### src/rtl/core/sha256_byte_stream_hasher_defines.svh
// Assertion macros used by the byte-stream hasher module.
`ifndef SHA256_BYTE_STREAM_HASHER_DEFINES_SVH
`define SHA256_BYTE_STREAM_HASHER_DEFINES_SVH

// Implication checked at every clock edge outside reset.
`define SHA_ASSERT_IMPL(label, clk, rstn, ante, cons, msg) \
    label: assert property (@(posedge clk) disable iff (!rstn) (ante) |-> (cons)) \
        else $error(msg);

// Next-cycle implication checked outside reset.
`define SHA_ASSERT_NEXT(label, clk, rstn, ante, cons, msg) \
    label: assert property (@(posedge clk) disable iff (!rstn) (ante) |=> (cons)) \
        else $error(msg);

`endif

### src/rtl/core/sha256_pkg.sv
`timescale 1ns / 1ps
`default_nettype none
package sha256_pkg;

    typedef enum logic [2:0] {
        ST_COLLECT,
        ST_PAD,
        ST_LOAD,
        ST_ROUND,
        ST_ADD,
        ST_EMIT
    } state_t;

    // Control from the sequencer to the round engine.
    typedef struct packed {
        logic       start;
        logic       round_en;
        logic [5:0] round;
        logic       add_en;
    } eng_ctrl_t;

    localparam logic [31:0] H_INIT [8] = '{
        32'h6a09e667, 32'hbb67ae85, 32'h3c6ef372, 32'ha54ff53a,
        32'h510e527f, 32'h9b05688c, 32'h1f83d9ab, 32'h5be0cd19
    };

    localparam logic [31:0] ROUND_K [64] = '{
        32'h428a2f98, 32'h71374491, 32'hb5c0fbcf, 32'he9b5dba5,
        32'h3956c25b, 32'h59f111f1, 32'h923f82a4, 32'hab1c5ed5,
        32'hd807aa98, 32'h12835b01, 32'h243185be, 32'h550c7dc3,
        32'h72be5d74, 32'h80deb1fe, 32'h9bdc06a7, 32'hc19bf174,
        32'he49b69c1, 32'hefbe4786, 32'h0fc19dc6, 32'h240ca1cc,
        32'h2de92c6f, 32'h4a7484aa, 32'h5cb0a9dc, 32'h76f988da,
        32'h983e5152, 32'ha831c66d, 32'hb00327c8, 32'hbf597fc7,
        32'hc6e00bf3, 32'hd5a79147, 32'h06ca6351, 32'h14292967,
        32'h27b70a85, 32'h2e1b2138, 32'h4d2c6dfc, 32'h53380d13,
        32'h650a7354, 32'h766a0abb, 32'h81c2c92e, 32'h92722c85,
        32'ha2bfe8a1, 32'ha81a664b, 32'hc24b8b70, 32'hc76c51a3,
        32'hd192e819, 32'hd6990624, 32'hf40e3585, 32'h106aa070,
        32'h19a4c116, 32'h1e376c08, 32'h2748774c, 32'h34b0bcb5,
        32'h391c0cb3, 32'h4ed8aa4a, 32'h5b9cca4f, 32'h682e6ff3,
        32'h748f82ee, 32'h78a5636f, 32'h84c87814, 32'h8cc70208,
        32'h90befffa, 32'ha4506ceb, 32'hbef9a3f7, 32'hc67178f2
    };

    localparam logic [7:0] PAD_BYTE = 8'h80;
    localparam logic [5:0] LEN_START = 6'd56;

endpackage
`default_nettype wire

### src/rtl/core/sha256_engine.sv
`timescale 1ns / 1ps
`default_nettype none
// Round engine. The message schedule is a 16-word window written with one word
// per round and read at fixed offsets from the round index; words 0..15 come
// from the block memory read port supplied by the caller.
module sha256_engine (
    input  wire logic                 aclk,
    input  wire logic                 aresetn,
    input  wire sha256_pkg::eng_ctrl_t ctrl,
    input  wire logic [31:0]          blk_word,
    input  wire logic                 reinit,
    input  wire logic [2:0]           rd_idx,
    output logic [31:0]               rd_word
);
    logic [31:0] sched_mem [16];
    logic [31:0] chain_reg [8];
    logic [31:0] v_reg [8];
    logic [31:0] w, s0, s1, t1, t2, ch, mj, e1, e0;
    logic [3:0]  r4;

    assign r4 = ctrl.round[3:0];

    // Schedule word for this round.
    always_comb begin
        s1 = {sched_mem[r4 - 4'd2][16:0], sched_mem[r4 - 4'd2][31:17]}
           ^ {sched_mem[r4 - 4'd2][18:0], sched_mem[r4 - 4'd2][31:19]}
           ^ (sched_mem[r4 - 4'd2] >> 10);
        s0 = {sched_mem[r4 - 4'd15][6:0], sched_mem[r4 - 4'd15][31:7]}
           ^ {sched_mem[r4 - 4'd15][17:0], sched_mem[r4 - 4'd15][31:18]}
           ^ (sched_mem[r4 - 4'd15] >> 3);
        if (ctrl.round < 6'd16) begin
            w = blk_word;
        end else begin
            w = s1 + sched_mem[r4 - 4'd7] + s0 + sched_mem[r4];
        end
        e1 = {v_reg[4][5:0], v_reg[4][31:6]} ^ {v_reg[4][10:0], v_reg[4][31:11]}
           ^ {v_reg[4][24:0], v_reg[4][31:25]};
        ch = (v_reg[4] & v_reg[5]) ^ (~v_reg[4] & v_reg[6]);
        e0 = {v_reg[0][1:0], v_reg[0][31:2]} ^ {v_reg[0][12:0], v_reg[0][31:13]}
           ^ {v_reg[0][21:0], v_reg[0][31:22]};
        mj = (v_reg[0] & v_reg[1]) ^ (v_reg[0] & v_reg[2]) ^ (v_reg[1] & v_reg[2]);
        t1 = v_reg[7] + e1 + ch + sha256_pkg::ROUND_K[ctrl.round] + w;
        t2 = e0 + mj;
    end

    // Schedule window storage.
    always_ff @(posedge aclk) begin
        if (ctrl.round_en) begin
            sched_mem[r4] <= w;
        end
    end

    // Working variables and chaining value.
    always_ff @(posedge aclk) begin
        if (!aresetn || reinit) begin
            for (int i = 0; i < 8; i++) chain_reg[i] <= sha256_pkg::H_INIT[i];
        end else if (ctrl.add_en) begin
            for (int i = 0; i < 8; i++) chain_reg[i] <= chain_reg[i] + v_reg[i];
        end
    end

    always_ff @(posedge aclk) begin
        if (ctrl.start) begin
            for (int i = 0; i < 8; i++) v_reg[i] <= chain_reg[i];
        end else if (ctrl.round_en) begin
            v_reg[7] <= v_reg[6];
            v_reg[6] <= v_reg[5];
            v_reg[5] <= v_reg[4];
            v_reg[4] <= v_reg[3] + t1;
            v_reg[3] <= v_reg[2];
            v_reg[2] <= v_reg[1];
            v_reg[1] <= v_reg[0];
            v_reg[0] <= t1 + t2;
        end
    end

    assign rd_word = chain_reg[rd_idx];

endmodule
`default_nettype wire

### src/rtl/core/sha256_byte_stream_hasher.sv
`timescale 1ns / 1ps
`default_nettype none
// SHA-256 over a byte stream.
// Input beats carry msg_byte on s_axis_tdata, byte_present on s_axis_tuser and
// msg_end on s_axis_tlast. Bytes go into a 16-word block memory, one per beat
// with byte_present set, and s_axis_tready is low whenever the block pads,
// compresses or presents a digest. A compression runs a load step, 64 rounds
// and an add step. After an end beat with n bytes pending, padding fills the
// rest of the block and one compression follows; for n above 55 a second
// padding block and its compression are added, and an end beat that fills a
// block has that block compressed before the padding block and its compression.
// Eight digest beats then follow on m_axis, word 0 first: tdata holds
// digest_word with word_index above it, and tlast marks word 7. Each beat
// holds while the receiver stalls; no input is taken until the digest is out.
// After the eighth beat, and at reset (aresetn low, synchronous), the chaining
// value, count and fill return to their initial values and control is cleared;
// the block memory is not cleared and needs no clearing pass.
module sha256_byte_stream_hasher (
    input  wire logic        aclk,
    input  wire logic        aresetn,
    input  wire logic        s_axis_tvalid,
    output logic             s_axis_tready,
    input  wire logic [7:0]  s_axis_tdata,  // msg_byte[7:0]
    input  wire logic        s_axis_tuser,  // byte_present
    input  wire logic        s_axis_tlast,
    output logic             m_axis_tvalid,
    input  wire logic        m_axis_tready,
    output logic [39:0]      m_axis_tdata,  // digest_word[31:0], word_index[34:32]
    output logic             m_axis_tlast
);
`include "sha256_byte_stream_hasher_defines.svh"

    sha256_pkg::state_t state_reg, state_next;
    logic [3:0][7:0] blk_mem [16];
    logic [5:0]  fill_reg, fill_next;
    logic [63:0] bits_reg, bits_next;
    logic [63:0] total_reg, total_next;
    logic        final_reg, final_next, two_reg, two_next;
    logic [6:0]  cnt_reg, cnt_next;
    logic [2:0]  oidx_reg, oidx_next;
    logic [31:0] blk_word;
    logic        wr_en;
    logic [5:0]  wr_addr;
    logic [7:0]  wr_data;
    logic [31:0] rd_word;
    logic        reinit, acc;
    logic        pend_reg, pend_next, pend_end;
    logic [5:0]  padpos_reg, padpos_next;
    logic        padded_reg, padded_next;
    sha256_pkg::eng_ctrl_t ctrl;

    assign acc = s_axis_tvalid && s_axis_tready;

    // Block memory: one byte-lane write, one registered word read, big-endian lanes.
    always_ff @(posedge aclk) begin
        if (wr_en) blk_mem[wr_addr[5:2]][2'd3 - wr_addr[1:0]] <= wr_data;
        blk_word <= blk_mem[cnt_next[3:0]];
    end

    sha256_engine u_eng (
        .aclk(aclk), .aresetn(aresetn), .ctrl(ctrl), .blk_word(blk_word),
        .reinit(reinit), .rd_idx(oidx_reg), .rd_word(rd_word)
    );

    // Next state and counters.
    always_comb begin
        state_next = state_reg;
        fill_next  = fill_reg;
        bits_next  = bits_reg;
        total_next = total_reg;
        final_next = final_reg;
        two_next   = two_reg;
        cnt_next   = cnt_reg;
        oidx_next  = oidx_reg;
        case (state_reg)
            sha256_pkg::ST_COLLECT: begin
                if (acc) begin
                    if (s_axis_tuser) begin
                        fill_next = fill_reg + 6'd1;
                        if (fill_reg == 6'd63) begin
                            bits_next  = bits_reg + 64'd512;
                            final_next = 1'b0;
                            two_next   = 1'b0;
                            cnt_next   = 7'd0;
                            state_next = sha256_pkg::ST_LOAD;
                            if (s_axis_tlast) begin
                                total_next = bits_reg + 64'd512;
                            end
                        end else if (s_axis_tlast) begin
                            total_next = bits_reg + {55'd0, fill_reg + 6'd1, 3'd0};
                            two_next   = (fill_reg + 6'd1) > 6'd55;
                            cnt_next   = {1'b0, fill_reg + 6'd1};
                            state_next = sha256_pkg::ST_PAD;
                        end
                    end else if (s_axis_tlast) begin
                        total_next = bits_reg + {55'd0, fill_reg, 3'd0};
                        two_next   = fill_reg > 6'd55;
                        cnt_next   = {1'b0, fill_reg};
                        state_next = sha256_pkg::ST_PAD;
                    end
                end
            end
            sha256_pkg::ST_PAD: begin
                // Pad byte at the fill position (first padding block only), then zeros or length bytes.
                cnt_next = cnt_reg + 7'd1;
                if (cnt_reg == 7'd63) begin
                    final_next = !two_reg;
                    cnt_next   = 7'd0;
                    state_next = sha256_pkg::ST_LOAD;
                end
            end
            sha256_pkg::ST_LOAD: begin
                cnt_next   = 7'd0;
                state_next = sha256_pkg::ST_ROUND;
            end
            sha256_pkg::ST_ROUND: begin
                cnt_next = cnt_reg + 7'd1;
                if (cnt_reg == 7'd63) state_next = sha256_pkg::ST_ADD;
            end
            sha256_pkg::ST_ADD: begin
                cnt_next = 7'd0;
                if (final_reg) begin
                    oidx_next  = 3'd0;
                    state_next = sha256_pkg::ST_EMIT;
                end else if (two_reg || pend_end) begin
                    two_next   = 1'b0;
                    state_next = sha256_pkg::ST_PAD;
                end else begin
                    state_next = sha256_pkg::ST_COLLECT;
                end
            end
            sha256_pkg::ST_EMIT: begin
                if (m_axis_tready) begin
                    oidx_next = oidx_reg + 3'd1;
                    if (oidx_reg == 3'd7) begin
                        fill_next  = 6'd0;
                        bits_next  = 64'd0;
                        final_next = 1'b0;
                        state_next = sha256_pkg::ST_COLLECT;
                    end
                end
            end
            default: state_next = sha256_pkg::ST_COLLECT;
        endcase
    end

    // An end beat that completed a full block still needs a padding block.
    assign pend_end = pend_reg;
    always_comb begin
        pend_next = pend_reg;
        if (state_reg == sha256_pkg::ST_COLLECT && acc && s_axis_tuser
            && s_axis_tlast && fill_reg == 6'd63) begin
            pend_next = 1'b1;
        end else if (state_reg == sha256_pkg::ST_ADD) begin
            pend_next = 1'b0;
        end
    end

    // Outputs and memory writes.
    always_comb begin
        s_axis_tready = (state_reg == sha256_pkg::ST_COLLECT);
        m_axis_tvalid = (state_reg == sha256_pkg::ST_EMIT);
        m_axis_tdata  = {5'd0, oidx_reg, rd_word};
        m_axis_tlast  = (oidx_reg == 3'd7);
        reinit        = (state_reg == sha256_pkg::ST_EMIT) && m_axis_tready
                        && (oidx_reg == 3'd7);
        ctrl.start    = (state_reg == sha256_pkg::ST_LOAD);
        ctrl.round_en = (state_reg == sha256_pkg::ST_ROUND);
        ctrl.round    = cnt_reg[5:0];
        ctrl.add_en   = (state_reg == sha256_pkg::ST_ADD);
        wr_en   = 1'b0;
        wr_addr = fill_reg;
        wr_data = s_axis_tdata;
        if (state_reg == sha256_pkg::ST_COLLECT) begin
            wr_en = acc && s_axis_tuser;
        end else if (state_reg == sha256_pkg::ST_PAD) begin
            wr_en   = 1'b1;
            wr_addr = cnt_reg[5:0];
            if (!padded_reg && cnt_reg[5:0] == padpos_reg) begin
                wr_data = sha256_pkg::PAD_BYTE;
            end else if (cnt_reg[5:0] >= sha256_pkg::LEN_START && !two_reg) begin
                wr_data = total_reg[{3'd7 - cnt_reg[2:0], 3'd0} +: 8];
            end else begin
                wr_data = 8'd0;
            end
        end
    end

    // Position that takes the 0x80 byte; a second padding block has none.
    always_comb begin
        padpos_next = padpos_reg;
        padded_next = padded_reg;
        if (state_reg != sha256_pkg::ST_PAD && state_next == sha256_pkg::ST_PAD) begin
            padpos_next = cnt_next[5:0];
        end
        if (state_reg == sha256_pkg::ST_PAD && cnt_reg == 7'd63) begin
            padded_next = 1'b1;
        end
        if (state_reg == sha256_pkg::ST_EMIT) padded_next = 1'b0;
    end

    always_ff @(posedge aclk) begin
        if (!aresetn) begin
            state_reg  <= sha256_pkg::ST_COLLECT;
            fill_reg   <= 6'd0;
            bits_reg   <= 64'd0;
            final_reg  <= 1'b0;
            two_reg    <= 1'b0;
            cnt_reg    <= 7'd0;
            oidx_reg   <= 3'd0;
            pend_reg   <= 1'b0;
            padded_reg <= 1'b0;
        end else begin
            state_reg  <= state_next;
            fill_reg   <= fill_next;
            bits_reg   <= bits_next;
            final_reg  <= final_next;
            two_reg    <= two_next;
            cnt_reg    <= cnt_next;
            oidx_reg   <= oidx_next;
            pend_reg   <= pend_next;
            padded_reg <= padded_next;
        end
        total_reg  <= total_next;
        padpos_reg <= padpos_next;
    end

    `SHA_ASSERT_IMPL(a_no_in_emit, aclk, aresetn, m_axis_tvalid, !s_axis_tready, "input taken during digest")
    `SHA_ASSERT_NEXT(a_hold_word, aclk, aresetn, m_axis_tvalid && !m_axis_tready, m_axis_tvalid && $stable(oidx_reg), "digest beat changed while stalled")
    `SHA_ASSERT_NEXT(a_round_to_add, aclk, aresetn, state_reg == sha256_pkg::ST_ROUND && cnt_reg == 7'd63, state_reg == sha256_pkg::ST_ADD, "round count overran")

endmodule
`default_nettype wire
### config.mk
export PLATFORM = sky130hd
export DESIGN_NAME = sha256_byte_stream_hasher
export DESIGN_NICKNAME = d
export VERILOG_FILES = /design/src/rtl/core/sha256_pkg.sv /design/src/rtl/core/sha256_engine.sv /design/src/rtl/core/sha256_byte_stream_hasher.sv
export VERILOG_INCLUDE_DIRS = /design/src /design/src/rtl/core
export SDC_FILE = /design/constraint.sdc
export NUM_CORES = 2
export LEC_CHECK = 0
export BUFFER_PORTS_ARGS = -buffer_cell sky130_fd_sc_hd__buf_2
export CELL_PAD_IN_SITES_DETAIL_PLACEMENT = 1
export CELL_PAD_IN_SITES_GLOBAL_PLACEMENT = 2
export CORE_MARGIN = 4
export CORE_UTILIZATION = 49
export DETAILED_ROUTE_END_ITERATION = 10
export PLACE_DENSITY_LB_ADDON = 0.15
export SLEW_MARGIN = 20
export SYNTH_ARGS = -nofsm -noshare
export SYNTH_HDL_FRONTEND = slang
export SYNTH_SLANG_ARGS = --single-unit
### constraint.sdc
create_clock -name aclk -period 42.6 [get_ports aclk]
set_input_delay 8.52 -clock aclk [delete_from_list [all_inputs] [get_ports aclk]]
set_output_delay 8.52 -clock aclk [all_outputs]
set_load 0.005 [all_outputs]
Word level (Yosys, flattened, before mapping)
Memories as Yosys holds them, arrays and structs flattened. A register that Yosys moved wholly into a read port is not among the register bits.
Index checks and enable logic that the tools add are counted.
{ "word_totals": {"mem_count": 5, "out_inout_bits": 43, "mem_bits_rw": 1536, "wordCells": 244, "latchBits": 0, "regBits": 157, "input_bits": 14, "rom_bits": 2048} }
{ "op_classes": {"magnitude_cmp": 7, "muxes": 99, "n_addsub": 29, "reduce_logical": 34, "bitwise_logic": 35, "div": 0, "eq_ne": 22, "n_shift": 1, "multipliers": 0} }
{ "memory_table": {"columns": ["memory", "words", "word_bits", "rd", "rd_ports_with_merged_regs", "write_ports", "line_no", "text"], "rows": [
  ["(name not given)", 64, 32, 1, 0, 0, "sha256_engine.sv:42", "t1 = v_reg[7] + e1 + ch + sha256_pkg::ROUND_K[ctrl.round] + w;"],
  ["blk_mem", 16, 32, 1, 1, 1, "sha256_byte_stream_hasher.sv:34", "logic [3:0][7:0] blk_mem [16];"],
  ["u_eng.sched_mem", 16, 32, 4, 1, 1, "sha256_engine.sv:15", "logic [31:0] sched_mem [16];"],
  ["u_eng.chain_reg", 8, 32, 9, 1, 8, "sha256_engine.sv:16", "logic [31:0] chain_reg [8];"],
  ["u_eng.v_reg", 8, 32, 8, 0, 8, "sha256_engine.sv:17", "logic [31:0] v_reg [8];"]
]} }
{ "ops": {"columns": ["op", "n"], "rows": [
  ["$mux 32", 20],
  ["$mux 64", 10],
  ["$add 32x32->32", 18],
  ["$xor 32x32->32", 9],
  ["$and 32x32->32", 5],
  ["$add 64x9->64", 2],
  ["$pmux 64 s2", 1],
  ["$add 64x10->64 const B", 1],
  ["$shiftx 64x7->8", 1],
  ["$mux 7", 6],
  ["$mux 8", 5],
  ["$mux 3", 13],
  ["$mux 6", 6],
  ["$not 32->32", 1],
  ["$xor 32x22->32", 1],
  ["$xor 32x29->32", 1],
  ["$mux 1", 30],
  ["$pmux 7 s4", 1],
  ["$pmux 3 s6", 1],
  ["$demux 8 s2", 1],
  ["$or 1x1->1", 16],
  ["$ne 2x1->1 const B", 7],
  ["$logic_and 1x1->1", 13],
  ["$gt 6x6->1 const B", 2],
  ["other kinds (40)", 56]
]} }

Longest topological paths before layout
An unclocked memory read counts as a cell.
{ "logic_depth": {"word_depth": 11, "depth_mapped": 58, "depth_no_buf": 49} }

By module
A second synthesis with hierarchy kept.
{ "hier_totals": {"hier_cells": 9016, "hier_area_um2": 106826.2} }
{ "by_module_without_submodules": {"columns": ["mod", "area_each_um2", "cells_per_inst", "instances", "seq_area_each_um2"], "rows": [
  ["sha256_engine", 77485.6, 6864, 1, 30749.5],
  ["sha256_byte_stream_hasher", 29340.6, 2152, 1, 19588.8]
]} }

Worst setup path after synthesis
No wires, ideal clock.
{ "synth_path": {"path_type": "register to register", "start": "register state_reg[1]", "end": "memory u_eng.sched_mem[15][0] (enable)", "arrival_ns": 15.814, "setup_ns": 0.421, "required_ns": 42.179, "period_less_slack_ns": 16.235, "path_slack_ns": 26.365, "path_buffers": 3, "path_stages_with_launch": 7, "cell_sequence": "dfxtp_1 -> clkbuf_1 -> nor2b_1 -> nand2_1 -> clkbuf_1 -> clkbuf_1 -> nor2_1"} }
{ "synth_between": {"elab_chain_len": 3} }
{ "synth_rtl": {"columns": ["item", "line_no", "text"], "rows": [
  ["start: declaration", "sha256_byte_stream_hasher.sv:33", "sha256_pkg::state_t state_reg, state_next;"],
  ["start signal: assignment", "sha256_byte_stream_hasher.sv:204", "state_reg <= sha256_pkg::ST_COLLECT;"],
  ["start signal: assignment", "sha256_byte_stream_hasher.sv:214", "state_reg <= state_next;"],
  ["$eq 3x2->1", "sha256_byte_stream_hasher.sv:168", "ctrl.round_en = (state_reg == sha256_pkg::ST_ROUND);"],
  ["$mux 1", "sha256_engine.sv:48", "if (ctrl.round_en) begin"],
  ["$mux 1 (not written as such)", "sha256_engine.sv:49", "sched_mem[r4] <= w;"],
  ["end: declaration", "sha256_engine.sv:15", null]
]} }
No other way between the ends.

==> reports/results.tsv <==
stage	metric	value	unit
timing	timing.final.hold_violations	0	
place	placed_cell_area	110000	µm²
logic_synthesis	synthFlopType	edfxtp_1	
timing	maxSlewViolCount	0	
status	status	finished clean	
timing	grt_setup_unrepaired	false	
logic_synthesis	synth.avg_cell_area	11.7	µm²
timing	slew_headroom	22.4	%
clocking	cts.path.max_buffers	3	
timing	tns	0	ns
place	hpwl	262000	µm
hold_path	min_from	fill_reg[0]	
clocking	tritoncts	yes	
clocking	clkTransAtPathRegs	0.06	ns
hold_path	hold_path_depth	2	
critical_path	cp_slowest_cell	o41ai_1	
clocking	root_buffer	clkbuf_16	
route	drc	0	
place	gp_congestion	0.975	
route	wl_per_cell	31.3	µm
logic_synthesis	ys_types	86	
clocking	clk_latency	0.89	ns
critical_path	path_common_cell	fa_1	
route	avgViaCountPerCell	6.56	
critical_path	slowest_delay	0.97	ns
run	cap_violations	0	
critical_path	end_kind	flop	
route	drt-initial-drc-count	9464	
layout	final_area	116000	µm²
critical_path	worst_setup_path_start_kind	flop	
floorplanning	die_x	474	µm
timing	post-route-period-util	40.0	%
floorplanning	start_util	49.5	%
grt	grt_antenna_before_repair	25	
logic_synthesis	seq_area_frac_synth	47.3	%
clocking	cts_made_buffers	193	
logic_synthesis	ys_ff_latch	1716	
timing	fin_crit	17.05	ns
route	vias	78600	
grt	grt_pass1_vias	79300	
clocking	postCtsResizedCells	0	
floorplanning	die_y	474	µm
place	placedCellCount	11600	
floorplanning	core_area	215000	µm²
logic_synthesis	synth_cells	9099	
layout	nets	9569	
layout	drive_above_1_share	12.9	%
hold_path	holdPathEnd	fill_reg[0]	
grt	grtUsageTotal	33.0	%
grt	grt_max_degree	189	
timing	layout_setup_ws	25.55	ns
place	dp_slack	25.84	ns
layout	syn2layout_area_growth	8.95	%
critical_path	rrSetupSlack	25.55	ns
logic_synthesis	synth-edff-count	1603	
layout	layout.cells.non_filler	12000	
route	dr.pass1.iters	6	
timing	tightest_slew	1.16	ns
logic_synthesis	syn_area	107000	µm²
clocking	cts.hold.buffers_added	0	
critical_path	crit_required	43.30	ns
floorplanning	dieArea	225000	µm²
critical_path	r2r-end	u_eng.v_reg[0][31]	
timing	fin_skew	0.0698	ns
timing	setup_viol	0	
critical_path	crit_type	reg -> reg	
place	portBuffers	51	
floorplanning	placementRows	170	
grt	grt_overflow	0	
timing	timing.fmax	58.7	MHz
clocking	h-tree-depth	4	
logic_synthesis	ys_warn_count	0	
clocking	post-cts-setup-buffers	0	
route	routed_wl	374000	µm
hold_path	hold_class	reg -> reg	
grt	grt_pass1_wl	550000	µm
critical_path	worstPathArrival	17.75	ns
critical_path	r2r_cells	47	
critical_path	r2r-start	cnt_reg[0]	
logic_synthesis	async_flop_share	0	%
route	antenna_left	0	
clocking	clkSinkCount	1716	
critical_path	worstPathMaxFanout	55	
floorplanning	pin_count	57	
-- cell type report --
type                            count  area, µm²
Multi-Input combinational cell   6431      52800
Clock inverter                    103       1240
Antenna cell                       12       30.0
Timing Repair Buffer              187       1350
Sequential cell                  1716      50400
Clock buffer                      253       5140
Inverter                          433       1630
Fill cell                       22000      99300
Tap cell                         2838       3550
-- Yosys cell counts, types with 77 or more instances --
library cell  instances  area, µm²
dfxtp_1             113       2260
and3_1              120        751
fa_1                195       3900
a31oi_1              79        494
mux2i_1             279       2790
a21oi_1             467       2340
a21o_1              189       1420
edfxtp_1           1603      48100
nor2_1              522       1960
nand2_1            1386       5200
xnor2_1             392       3430
ha_1                398       4980
clkbuf_1            361       1360
nand3_1             115        576
mux4_2              535      12000
o21ai_0             388       1940
nor3_1              165        826
inv_1               429       1610
xor2_1              208       1820
a311oi_1             77        674
-- worst max-delay path: cells and delay by family (launching register included) --
kind            cells  cell delay (ns)
mux                 4             1.83
simple gates        4             0.83
xor+xnor            4             0.87
compound gates     17             4.97
fa+ha+maj           9             3.60
flops               1             0.43
buf+inv             9             4.16
-- stage by stage --
stage	utilization [%]	hold WS (ns)
final	53.9	0.496
after floorplan	-	0.462
after CTS	53.9	0.498
after detailed placement	50.9	0.491
after global routing	53.9	0.533
after global placement	50.9	0.478
-- kinds of logic (layout without fill, tap and decap cells) --
logic type | after synthesis | count (layout) | share of synthesized area [%]
and+or+nand+nor | 2654 | 2654 | 10.9
DFF | 1716 | 1716 | 47.3
AOI/OAI and AO/OA | 1664 | 1664 | 9.95
buffers and inverters | 957 | 976 | 3.59
muxes | 895 | 895 | 14.9
adders and majority gates | 611 | 611 | 8.50
xor gates and xnor gates | 601 | 601 | 4.95
other | 1 | 18 | 0.00352
-- worst max-delay path by stage --
stage / from / to / depth (start not counted)
after detailed placement: cnt_reg[0] / u_eng.v_reg[0][31] / 47
after global routing: cnt_reg[0] / u_eng.v_reg[0][31] / 47
after CTS: cnt_reg[0] / u_eng.v_reg[0][31] / 47
after floorplan: state_reg[1] / u_eng.sched_mem[15][0] / 6
final: cnt_reg[0] / u_eng.v_reg[0][31] / 47
after global placement: cnt_reg[0] / u_eng.v_reg[0][31] / 47
-- metal layers --
metal  vias to the layer above  global-route usage (%)  wire (µm)
li1                      33600                       -          -
met1                     40800                    48.5     162000
met2                      3621                    49.8     167000
met3                       597                    6.67      34500
met4                        10                    9.36      11500
met5                         -                       0         68
-- cell usage in the layout, fill, tap and decap left out, drive strengths merged, types with 253 or more instances in the layout --
master / count
a21oi: 467
clkbuf: 253
edfxtp: 1603
ha: 398
inv: 435
mux2i: 281
mux4: 541
nand2: 1386
nor2: 522
o21ai: 389
xnor2: 392
Power is not shown: default switching activity piles up to over one toggle a cycle in this logic, so the estimate is an artifact.
